**src/hw/rtl/gdfw_ram.sv**
```systemverilog
// Generic single-port-write, single-port-read RAM with registered read data.
module gdfw_ram #(
   parameter int WIDTH = 8,
   parameter int DEPTH = 64
) (
   input  logic                                     clock,
   input  logic                                     wr_en,
   input  logic [((DEPTH > 1) ? $clog2(DEPTH) : 1)-1:0] wr_addr,
   input  logic [WIDTH-1:0]                         wr_data,
   input  logic [((DEPTH > 1) ? $clog2(DEPTH) : 1)-1:0] rd_addr,
   output logic [WIDTH-1:0]                         rd_data
);

   logic [WIDTH-1:0] mem [DEPTH];
   logic [WIDTH-1:0] rd_data_ff;

   always_ff @(posedge clock) begin
      if (wr_en) begin
         mem[wr_addr] <= wr_data;
      end
      rd_data_ff <= mem[rd_addr];
   end

   assign rd_data = rd_data_ff;

endmodule

```
**config.mk**
```make
export PLATFORM = sky130hd
export DESIGN_NAME = gdfw_ram
export DESIGN_NICKNAME = d
export VERILOG_FILES = /design/src/hw/rtl/gdfw_ram.sv
export SDC_FILE = /design/constraint.sdc
export NUM_CORES = 1
export LEC_CHECK = 0
export ABC_AREA = 0
export BUFFER_PORTS_ARGS = -buffer_cell sky130_fd_sc_hd__buf_2
export CORE_MARGIN = 2
export CORE_UTILIZATION = 30
export CTS_BUF_LIST = sky130_fd_sc_hd__clkbuf_16
export DETAILED_ROUTE_END_ITERATION = 8
export MAX_ROUTING_LAYER = met4
export PLACE_DENSITY = 0.46
export SLEW_MARGIN = 20
export SYNTH_ARGS = -nofsm -noshare
export SYNTH_HDL_FRONTEND = slang
export SYNTH_SLANG_ARGS = --single-unit
```
**constraint.sdc**
```tcl
create_clock -name clock -period 1.9 [get_ports clock]
set_clock_uncertainty 0.15 [all_clocks]
set_input_delay 0.095 -clock clock [delete_from_list [all_inputs] [get_ports clock]]
set_output_delay 0.095 -clock clock [all_outputs]
set_load 0.02 [all_outputs]
```
==> impl_results.md <==
* Status: finished with violations
* Failing checks: setup timing
* WL final at 50600 um
* Delay-heaviest family, CP: multiplexers
* Die outline width at 263 um
* CP Class: reg2reg
* Top cell by count, worst path: mux4_2
* Final worst path period need at 2.07 ns
* Achievable frequency at 0.483 GHz
* Count of final max-slew check failures at 0
* CP arrival at 2.40 ns
* YS warnings at 0
* EDFF count, synth at 512
* Initial antenna violation count at 4
* Unique cell type count in the Yosys netlist at 40
* Cell count after synthesis at 940
* Number of synthesized register bits at 520
* Clock transition at the registers of the reported paths at 0.07 ns
* Data required, critical path at 2.23 ns
* RSZ-0062 raised after global routing: true
* Async S/R FF share, synth at 0%
* Root Driver: clkbuf_16
* Busiest grt layer: met2
* Util after Layout at 36.6%
* GRT overflow at 0
* Vias at 9968
* Min-delay worst type: in2reg
* CP max stage delay at 0.54 ns
* Post-Syn Nets at 962
* IO Count at 30
* Htree depth at 2
* Share of layout cells above drive strength 1 at 35.5%
* Clock sink count at 520
* Sequential area share after synthesis at 77.0%
* LEAKAGE at 0.00795 uW
* I/O Buffers at 29
* Total GRT Usage at 15.3%
* Largest net degree at the start of global routing at 65
* Initial DRC count at 826
* DRC at 0
* Detailed-route vias per instance at 4.81
* Core Area at 66800 um2
* Max-cap violation count at 0
* Bufs on Longest Clock Path at 3
* Final setup fails at 6
* Hold Vio Cnt, Final at 0
* CP Launch Point: mem[35][3]$_DFFE_PP_
* Maximum vdd drop at 0.670 mV
* Die Ht at 263 um
* CP cell instances: mux4_2 -> mux4_2 -> o21ai_4 -> o41ai_1
* Worst hold start: rd_addr[3]
* Final setup margin at -0.171 ns
* Drt first pass iters at 5
* Fin crit share at 109%
* TNS Setup at -0.707 ns
* Placer Congestion at 0.768
* Ys flop type: edfxtp_1
* CP max FO at 1
* Die footprint at 69300 um2
* First-pass GRT wire length at 74900 um
* Post-placement setup slack at -0.654 ns
* Grt met2 use at 24.1%
* Starting Density at 30.2%
* Clk_lat worst skew at 0.61 ns
* Slew margin rel. at 49.6%
* PD cells at 994 nW/um2
* Worst reg2reg startpoint: mem[35][3]$_DFFE_PP_
* CP Buf/Inv Count at 0
* CTS tree: done
* Routed Antenna Nets at 0
* Crit path capture type: register
* Post-Syn Area per Cell at 21.5 um2
* Wire per inst at 24.4 um
* Critical path launch point type: register
* DP HPWL at 32300 um
* Slowest cell on the critical path: mux4_2
* Number of core rows at 95
* Slew @ Worst Pin at 0.756 ns
* P&R area growth vs syn at 21.4%
* Hold Slack at 0.0102 ns
* Final #Nets at 1174
* Vias in the first global route at 10631
* Grt met3 use at 2.82%
* Met1 Resource Use GR at 20.4%
* Synth Cell Area at 20200 um2
* Num CTS Buffers at 56
-- worst reg2reg max path: stages, from the launching register on --
cell and delay, ns:
edfxtp_1 0.35, mux4_2 0.52, mux4_2 0.54, o21ai_4 0.24, o41ai_1 0.14
-- state kept, by name, summed over array words and instances, names as in the netlist --
name,cells
mem,512
rd_data,8
-- where the power goes --
group,leakage (uW),total (uW),switching (uW),internal [uW]
clock network,0.000885,10100,4340,5790
registers,0.00467,12700,43.2,12700
logic,0.00239,1450,837,609
total,0.00795,24300,5220,19100
-- kinds of logic (layout without fill, tap and decap cells) --
group / count (synthesis) / in the layout / synth area share [%]
buffers and inverters: 51 / 307 / 1.57
AND/OR/NAND/NOR: 153 / 153 / 3.39
other: 0 / 2 / 0
multiplexers: 162 / 162 / 15.9
flip-flops: 520 / 520 / 77.0
AO/OA/AOI/OAI: 54 / 54 / 2.07
-- final timing paths --
path | end | slack (ns) | cells past startpoint
setup reg to reg | rd_data[3]$_DFF_P_ | -0.17 | 4
hold / removal | rd_data[7]$_DFF_P_ | 0.01 | 5
hold reg to reg | rd_data[0]$_DFF_P_ | 0.72 | 4
setup / recovery | rd_data[3]$_DFF_P_ | -0.17 | 4
-- final cells by class --
type / instances / area (um2)
fillers: 6216 / 42300
flip-flops and latches: 520 / 15500
multi-input cells: 369 / 4470
repair buffers: 205 / 1670
clock buffers: 57 / 1430
well taps: 873 / 1090
clock inverters: 45 / 272
diodes: 2 / 5.00
-- layout by cell type (no fill, tap or decap), types with 4 or more instances in the layout --
| cell type | Yosys | layout |
|---|---|---|
| clkinv_1 | 0 | 19 |
| a211oi_1 | 4 | 4 |
| o22ai_1 | 8 | 6 |
| nand2b_1 | 7 | 7 |
| mux2i_1 | 23 | 23 |
| nor2_1 | 83 | 80 |
| nand2_1 | 19 | 19 |
| clkbuf_16 | 0 | 57 |
| mux4_2 | 126 | 126 |
| nor3_1 | 7 | 5 |
| dfxtp_1 | 8 | 8 |
| buf_2 | 11 | 24 |
| o221ai_1 | 8 | 8 |
| buf_4 | 13 | 158 |
| clkinv_2 | 0 | 7 |
| nor2b_1 | 14 | 14 |
| nand3_1 | 13 | 13 |
| dlygate4sd3_1 | 0 | 7 |
| inv_1 | 0 | 13 |
| buf_12 | 2 | 13 |
| edfxtp_1 | 512 | 512 |
| mux2_2 | 13 | 10 |
-- synth_stat cells, types with 3 or more instances --
cell	instances	area share, %
dfxtp_1	8	0.79
nand2b_1	7	0.22
o221ai_1	8	0.35
nor2b_1	14	0.43
a22oi_1	3	0.11
a211oi_1	4	0.15
o2111ai_1	3	0.13
mux4_2	126	14
a221oi_1	6	0.26
nand2_1	19	0.35
edfxtp_1	512	76
buf_4	13	0.48
nand3_1	13	0.32
buf_2	11	0.27
nor3_1	7	0.17
clkbuf_1	17	0.32
o2bb2ai_1	3	0.13
o22ai_1	8	0.25
buf_6	4	0.22
buf_1	4	0.074
nand3b_1	3	0.11
mux2i_1	23	1.1
nor2_1	83	1.5
mux2_2	13	0.73
a21oi_1	3	0.074
-- what timing repair did --
item	in CTS	in global routing
endpoints found under the setup margin	8	16
gates resized for setup	22	12
hold endpoints to repair	208	0
pin swaps	2	4
setup buffers	0	0
hold buffers	8	0
-- stage by stage --
step / cell area [um2] / instances / power (uW)
CTS: 24400 / 2070 / 24600
finish: 24500 / 2071 / 24300
global placement: 22500 / 1961 / 14400
detailed placement: 22500 / 1961 / 14400
floorplan: 20200 / 940 / 13700
global route: 24500 / 2071 / 25200
-- layer usage --
metal	part of all wire, %	wire (um)
met4	1.8	931
met2	48	24500
met5	0	0
met3	4.7	2370
met1	45	22800
Note: power is estimated with default switching activity, not from simulation.
